**config.mk**
```make
export PLATFORM = sky130hd
export DESIGN_NAME = lru_page_replacement_engine
export DESIGN_NICKNAME = d
export VERILOG_FILES = /design/src/rtl/lpre_pkg.sv /design/src/rtl/lru_page_replacement_engine.sv
export SDC_FILE = /design/constraint.sdc
export NUM_CORES = 1
export LEC_CHECK = 0
export ABC_AREA = 1
export BUFFER_PORTS_ARGS = -buffer_cell sky130_fd_sc_hd__buf_2
export CORE_MARGIN = 4
export CORE_UTILIZATION = 45
export DETAILED_ROUTE_END_ITERATION = 7
export MAX_ROUTING_LAYER = met4
export PLACE_DENSITY = 0.68
export SLEW_MARGIN = 10
export SYNTH_ARGS = -nofsm -noshare
export SYNTH_HDL_FRONTEND = slang
export SYNTH_SLANG_ARGS = --single-unit
```
**constraint.sdc**
```tcl
create_clock -name clk -period 6.2 [get_ports clk]
set_input_delay 1.24 -clock clk [delete_from_list [all_inputs] [get_ports clk]]
set_output_delay 1.24 -clock clk [all_outputs]
set_load 0.03 [all_outputs]
```
**src/rtl/lpre_pkg.sv**
```systemverilog
`default_nettype none

package lpre_pkg;

	// fixed field widths
	localparam int CFG_W   = 4;
	localparam int FRAME_W = 3;
	localparam int FAULT_W = 32;

	// frames_in_use after reset
	localparam logic [CFG_W-1:0] CFG_RESET = 4'd8;

	// saturation ceiling of the fault counter
	localparam logic [FAULT_W-1:0] FAULT_MAX = {FAULT_W{1'b1}};

	// sequencer states
	typedef enum logic [1:0] {
		ST_IDLE,
		ST_SCAN,
		ST_LAST,
		ST_UPDATE
	} state_t;

endpackage

`default_nettype wire

```
**src/rtl/lru_page_replacement_engine.sv**
```systemverilog
`default_nettype none

// result: done is registered from the update state, which follows the scan and ST_LAST
// flow: busy blocks new references until idle; the single read port of the frame tables
// is walked once per reference, one frame per cycle, then the update state commits it
// reset: all frames empty, reference stamp and fault count zero, frames_in_use = 8
// each result is driven for exactly one cycle under done; the receiver cannot stall
module lru_page_replacement_engine #(
	parameter int FRAMES     = 8,
	parameter int PAGE_BITS  = 16,
	parameter int STAMP_BITS = 32
) (
	input  wire                              clk,
	input  wire                              arst_n,
	// configuration
	input  wire                              cfg_we,
	input  wire [lpre_pkg::CFG_W-1:0]        cfg_wdata,
	// reference command
	input  wire                              start,
	output logic                             busy,
	input  wire [PAGE_BITS-1:0]              page,
	// result
	output logic                             done,
	output logic                             hit,
	output logic [lpre_pkg::FRAME_W-1:0]     frame,
	output logic                             evicted_valid,
	output logic [PAGE_BITS-1:0]             evicted_page,
	output logic [lpre_pkg::FAULT_W-1:0]     fault_count
);

	localparam int IDX_W = (FRAMES > 1) ? $clog2(FRAMES) : 1;
	localparam int CNT_W = $clog2(FRAMES + 1);
	localparam int LW    = (CNT_W > lpre_pkg::CFG_W) ? CNT_W : lpre_pkg::CFG_W;

	// frame tables, written only in the update cycle
	logic [PAGE_BITS-1:0]  page_mem [FRAMES];
	logic [STAMP_BITS-1:0] use_mem  [FRAMES];
	logic [FRAMES-1:0]     valid_q;

	lpre_pkg::state_t state_q, state_d;

	logic [lpre_pkg::CFG_W-1:0] frames_in_use_q;
	logic [IDX_W-1:0]           last_idx;
	logic [LW-1:0]              cfg_ext;

	logic [IDX_W-1:0]      idx_q;
	logic [PAGE_BITS-1:0]  page_q;
	logic [STAMP_BITS-1:0] stamp_q;
	logic [lpre_pkg::FAULT_W-1:0] faults_q;

	// read stage
	logic                  cmp_vld_s1;
	logic [IDX_W-1:0]      cmp_idx_s1;
	logic                  valid_s1;
	logic [PAGE_BITS-1:0]  rd_page_s1;
	logic [STAMP_BITS-1:0] rd_use_s1;

	// scan trackers
	logic                  match_q;
	logic [IDX_W-1:0]      match_idx_q;
	logic                  free_q;
	logic [IDX_W-1:0]      free_idx_q;
	logic [STAMP_BITS-1:0] best_age_q;
	logic [IDX_W-1:0]      best_idx_q;
	logic [PAGE_BITS-1:0]  best_page_q;

	logic                  accept;
	logic                  rd_en;
	logic                  commit;
	logic [STAMP_BITS-1:0] age;
	logic [IDX_W-1:0]      slot;

	// result registers
	logic                  done_q;
	logic                  hit_q;
	logic [IDX_W-1:0]      frame_q;
	logic                  ev_valid_q;
	logic [PAGE_BITS-1:0]  ev_page_q;

	// configuration register
	always_ff @(posedge clk or negedge arst_n) begin
		if (!arst_n) begin
			frames_in_use_q <= lpre_pkg::CFG_RESET;
		end else if (cfg_we) begin
			frames_in_use_q <= cfg_wdata;
		end
	end

	// last frame index to scan: zero acts as one, large values clamp to FRAMES
	always_comb begin
		cfg_ext = LW'(frames_in_use_q);
		if (cfg_ext == '0) begin
			last_idx = '0;
		end else if (cfg_ext > LW'(FRAMES)) begin
			last_idx = IDX_W'(LW'(FRAMES) - LW'(1));
		end else begin
			last_idx = IDX_W'(cfg_ext - LW'(1));
		end
	end

	// next state
	always_comb begin
		state_d = state_q;
		case (state_q)
			lpre_pkg::ST_IDLE: begin
				if (start) state_d = lpre_pkg::ST_SCAN;
			end
			lpre_pkg::ST_SCAN: begin
				if (idx_q == last_idx) state_d = lpre_pkg::ST_LAST;
			end
			lpre_pkg::ST_LAST:   state_d = lpre_pkg::ST_UPDATE;
			lpre_pkg::ST_UPDATE: state_d = lpre_pkg::ST_IDLE;
			default:             state_d = lpre_pkg::ST_IDLE;
		endcase
	end

	// sequencer outputs
	always_comb begin
		busy   = 1'b1;
		rd_en  = 1'b0;
		commit = 1'b0;
		case (state_q)
			lpre_pkg::ST_IDLE:   busy   = 1'b0;
			lpre_pkg::ST_SCAN:   rd_en  = 1'b1;
			lpre_pkg::ST_LAST:   ;
			lpre_pkg::ST_UPDATE: commit = 1'b1;
			default:             ;
		endcase
	end

	assign accept = start && !busy;

	always_ff @(posedge clk or negedge arst_n) begin
		if (!arst_n) begin
			state_q <= lpre_pkg::ST_IDLE;
		end else begin
			state_q <= state_d;
		end
	end

	// scan index and latched command
	always_ff @(posedge clk or negedge arst_n) begin
		if (!arst_n) begin
			idx_q <= '0;
		end else if (accept) begin
			idx_q <= '0;
		end else if (rd_en && idx_q != last_idx) begin
			idx_q <= idx_q + IDX_W'(1);
		end
	end

	always_ff @(posedge clk) begin
		if (accept) page_q <= page;
	end

	// table read port, one frame per cycle
	always_ff @(posedge clk) begin
		if (rd_en) begin
			rd_page_s1 <= page_mem[idx_q];
			rd_use_s1  <= use_mem[idx_q];
			valid_s1   <= valid_q[idx_q];
			cmp_idx_s1 <= idx_q;
		end
	end

	always_ff @(posedge clk or negedge arst_n) begin
		if (!arst_n) begin
			cmp_vld_s1 <= 1'b0;
		end else begin
			cmp_vld_s1 <= rd_en;
		end
	end

	// shared compare unit: page match, first free frame, oldest stamp
	assign age = stamp_q - rd_use_s1;

	always_ff @(posedge clk or negedge arst_n) begin
		if (!arst_n) begin
			match_q     <= 1'b0;
			match_idx_q <= '0;
			free_q      <= 1'b0;
			free_idx_q  <= '0;
			best_age_q  <= '0;
			best_idx_q  <= '0;
			best_page_q <= '0;
		end else if (accept) begin
			match_q <= 1'b0;
			free_q  <= 1'b0;
		end else if (cmp_vld_s1) begin
			if (valid_s1 && rd_page_s1 == page_q && !match_q) begin
				match_q     <= 1'b1;
				match_idx_q <= cmp_idx_s1;
			end
			if (!valid_s1 && !free_q) begin
				free_q     <= 1'b1;
				free_idx_q <= cmp_idx_s1;
			end
			if (cmp_idx_s1 == '0 || age > best_age_q) begin
				best_age_q  <= age;
				best_idx_q  <= cmp_idx_s1;
				best_page_q <= rd_page_s1;
			end
		end
	end

	// frame chosen for this reference
	always_comb begin
		if (match_q) begin
			slot = match_idx_q;
		end else if (free_q) begin
			slot = free_idx_q;
		end else begin
			slot = best_idx_q;
		end
	end

	// table write port
	always_ff @(posedge clk) begin
		if (commit) begin
			use_mem[slot] <= stamp_q;
			if (!match_q) page_mem[slot] <= page_q;
		end
	end

	// occupancy, stamp and fault count
	always_ff @(posedge clk or negedge arst_n) begin
		if (!arst_n) begin
			valid_q  <= '0;
			stamp_q  <= '0;
			faults_q <= '0;
		end else if (commit) begin
			stamp_q <= stamp_q + STAMP_BITS'(1);
			if (!match_q) begin
				valid_q[slot] <= 1'b1;
				if (faults_q != lpre_pkg::FAULT_MAX) faults_q <= faults_q + 1'b1;
			end
		end
	end

	// result transfer
	always_ff @(posedge clk or negedge arst_n) begin
		if (!arst_n) begin
			done_q <= 1'b0;
		end else begin
			done_q <= commit;
		end
	end

	always_ff @(posedge clk) begin
		if (commit) begin
			hit_q      <= match_q;
			frame_q    <= slot;
			ev_valid_q <= !match_q && !free_q;
			ev_page_q  <= (!match_q && !free_q) ? best_page_q : '0;
		end
	end

	assign done          = done_q;
	assign hit           = hit_q;
	assign frame         = lpre_pkg::FRAME_W'(frame_q);
	assign evicted_valid = ev_valid_q;
	assign evicted_page  = ev_page_q;
	assign fault_count   = faults_q;

`ifndef ASSERT_OFF
	// a result only follows an update cycle
	a_done_after_update: assert property (@(posedge clk) disable iff (!arst_n)
		done |-> $past(state_q == lpre_pkg::ST_UPDATE))
		else $error("result strobe without update");

	// a hit never reports an eviction
	a_hit_no_evict: assert property (@(posedge clk) disable iff (!arst_n)
		done |-> !(hit && evicted_valid))
		else $error("hit with eviction");

	// compare data only arrives while a scan is under way
	a_cmp_in_scan: assert property (@(posedge clk) disable iff (!arst_n)
		cmp_vld_s1 |-> (state_q == lpre_pkg::ST_SCAN || state_q == lpre_pkg::ST_LAST))
		else $error("compare outside scan");

	// an accepted command makes the block busy
	a_accept_busy: assert property (@(posedge clk) disable iff (!arst_n)
		(start && !busy) |=> busy)
		else $error("not busy after accept");
`endif

endmodule

`default_nettype wire

```
==> results.txt <==
- The flow ran to the end, and the final reports show no timing, DRC or antenna violations.
* Area Overhead vs Synth: 11.9%
- TritonCTS clock tree: yes
- Share of the yosys chip area belonging to registers: 65.0%
- STA classifies the critical path endpoint as a register.
- Total wirelength of the detailed-routed design: 64800 µm
- Max-cap violations in this run came to 0.
* Pin slew with the least headroom to its limit: 1210 ps
- Routability-driven placement finished with a final weighted congestion of 0.930.
- The number of slew-limit violations in the final report came to 0.
* Overall overflow remaining after global route: 0
* Post-layout min period: 4810 ps
* Leakage dissipation: 12.3 nW
- In this run, synthesis produced a sequential element count of 615.
- Overall global routing resource usage: 20.5%
- Number of post-CTS setup repair buffers: 0
* Critical Path Source Type: register
- For this run, the post-layout net count is 2776.
- Cell area after synthesis: 0.0273 mm²
- Number of detailed-route iterations in the first pass: 7
* Fraction of registers with async set or reset after synthesis: 23.1%
- In the final layout, the share of cells above drive strength 1 is 8.43%.
* First-pass GRT wire length: between 100000 and 150000 µm
- Type of the worst min-delay path: register to register
- Initial cell density of the core: 45.4%
* Unrepaired setup endpoints after global routing: no
- Highest fanout seen on the critical path: 32
- Post-DP HPWL: 39500 µm
* Most common library cell in the layout ignoring fill and taps: sky130_fd_sc_hd__edfxtp_1
* Worst skew pair latency: roughly 630 ps
* CTS clk-pin slew, worst paths: 60 ps
* Period utilisation layout: 77.6%
- Data arrives at the worst endpoint at 5350 ps.
- In this run the tool buffered the top-level ports with 78 buffer cells.
- In this run the clock root is driven by a sky130_fd_sc_hd__clkbuf_16.
* Final hold violation count: 0
- Total I/O pin count: about 80
* Util after Layout: 50.8%
* Class of the most critical setup path: register to register
* Number of enable-type register cells in the synthesized netlist: ~470
- STA puts the critical path data required time at 6740 ps.
- In this run, the number of DRC markers left after iteration 0 of detailed routing was 1679.
- Sink Count: 615
- Number of standard cells after synthesis: 2604
- CTS hold repair buffers: 0
- Final ANT Viol Nets: 0
* Die Height: roughly 250 µm
- Post-route DRC violation count: 0
- Timing would allow up to around 210 MHz.
- The average instance in the mapped netlist occupies roughly 10 µm².
- Total CTS buffers: 60
- The floorplan step defined a die boundary enclosing between 0.06 and 0.07 mm².
* Vias: 19000
- The initial antenna violation count came to 1.
- Setup violations remaining at the end of the flow were counted as 0.
- Largest clock skew in the final design: 34.1 ps
- Number of rows in the core area: 90
* Via count of the first global-routing pass: roughly 19000
- The top cell types in the final layout, fill and taps aside, are sky130_fd_sc_hd__edfxtp_1 (473), sky130_fd_sc_hd__nor2_1 (457), sky130_fd_sc_hd__nand2_1 (423).
- Maximum ir drop on the vdd rail: 0.000357 V
- Core region area: 0.0602 mm²
- Pin count of the biggest net entering global routing: slightly below 200
- Syn. warnings: 0
- Measured against its own limit, the worst slew margin works out to 19.6%.
* Number of unique standard cell types used by synthesis: 40
- After filler insertion, the fill cell instance count of the layout stands at 5181.
* Synth Flop Type: sky130_fd_sc_hd__edfxtp_1
- H-tree levels: 2
- Pwr dens: between 400 and 500 mW/mm²
- Synthesis produced a netlist with a net count of 2701.
* Via density per instance: 5.43
- Post-cts sizing count: 0
- Clock tree buffer depth: 3
- Chip Width: ~250 µm
- Setup TNS after final layout: 0 ps
* Average wire per standard cell: approximately 18 µm
==> Yosys cell counts (all sizes together), types with 23 or more instances <==
master	number	area (µm²)
xor2	59	517
inv	247	927
nor3	32	188
nand2	424	1590
nand3	107	563
a21oi	56	280
a31oi	50	313
o22ai	51	319
o21ai	252	1260
dfrtp	141	3530
clkbuf	71	267
edfxtp	473	14200
buf	23	101
ha	72	901
nor2	469	1790
==> kinds of logic (layout without fill, tap and decap cells) <==
group | Yosys count | count (layout) | synth area share (%)
simple gates | 1073 | 1073 | 16.1
other cells | 0 | 1 | 0
fa+ha+maj | 73 | 73 | 3.37
xor+xnor | 79 | 79 | 2.53
compound gates | 422 | 422 | 8.31
buf+inv | 342 | 465 | 4.75
flops | 615 | 615 | 65.0
==> per-stage QoR <==
step           power [mW]  hold WS (ps)  cells  instance area [µm²]  setup slack (ps)
2_1_floorplan        9.29           425   2604                27300              2620
3_3_place_gp         10.7           442   3399                28600              1580
3_5_place_dp         10.8           447   3399                28600              1450
4_1_cts              14.4           461   3509                30600              1350
5_1_grt              15.3           488   3510                30600               955
6_report             14.3           462   3510                30600              1390
==> critical path, stage by stage, from the launching register on <==
cell                       delay, ps
sky130_fd_sc_hd__dfrtp_1         520
sky130_fd_sc_hd__inv_1           150
sky130_fd_sc_hd__ha_1            250
sky130_fd_sc_hd__fa_1            420
sky130_fd_sc_hd__o21ai_1         350
sky130_fd_sc_hd__nand2_1         100
sky130_fd_sc_hd__nand2_1         120
sky130_fd_sc_hd__nand2_1          60
sky130_fd_sc_hd__nand2_1         130
sky130_fd_sc_hd__nand2_1          80
sky130_fd_sc_hd__nand3_1          70
sky130_fd_sc_hd__nand2_1         100
sky130_fd_sc_hd__ha_1            280
sky130_fd_sc_hd__nand2_1          60
sky130_fd_sc_hd__nor2_1          150
sky130_fd_sc_hd__nand3b_1        100
sky130_fd_sc_hd__nor3b_1         310
sky130_fd_sc_hd__nand4_1         130
sky130_fd_sc_hd__nand2_1         100
sky130_fd_sc_hd__nand2_1          60
sky130_fd_sc_hd__nand2_1         530
sky130_fd_sc_hd__buf_4           460
sky130_fd_sc_hd__nand2_1         100
sky130_fd_sc_hd__nand2_1          70
==> registers in the layout, summed over array words and instances, names as in the netlist, 4 cells and up <==
register,flops
use_mem,256
page_mem,128
best_age_q,32
fault_count,32
rd_use_s1,32
stamp_q,32
best_page_q,16
evicted_page,16
page_q,16
rd_page_s1,16
valid_q,8
cfg_ext,4
==> layer usage <==
metal / part of all wire, % / track usage (%) / vias to the layer above
met5: 0 / - / -
li1: - / - / 9017
met3: 7.0 / 3.15 / 100
met2: 46 / 32.0 / 634
met1: 44 / 28.4 / 9294
met4: 2.3 / 5.38 / 0
==> layout make-up <==
cell class,instances,area (µm²),area share (%)
clock inverter,27,294,0.962
multi-input combinational,1647,8340,27.3
inverter,248,935,3.06
tap,782,978,3.20
sequential,615,17800,58.1
timing repair buffer,107,627,2.05
clock buffer,83,1640,5.36
antenna,1,2.50,0.00818
==> power by group <==
group	switching (mW)	leakage, nW	total [mW]	internal [mW]
sequential	0.429	6.15	5.99	5.56
combinational	3.37	5.22	4.77	1.40
clock	1.53	0.930	3.59	2.05
total	5.33	12.3	14.3	9.01
==> final timing paths <==
check | start | end | slack, ps | cells past startpoint
setup reg to reg | stamp_q[0] | best_age_q[31] | 1390 | 23
setup / recovery | stamp_q[0] | best_age_q[31] | 1390 | 23
min in group asynchronous | arst_n | fault_count[4] | 650 | 1
hold reg to reg | best_idx_q[1] | best_idx_q[1] | 460 | 2
hold / removal | best_idx_q[1] | best_idx_q[1] | 460 | 2
max in group asynchronous | arst_n | stamp_q[28] | 4270 | 2
(Power assumes the default switching activity.)
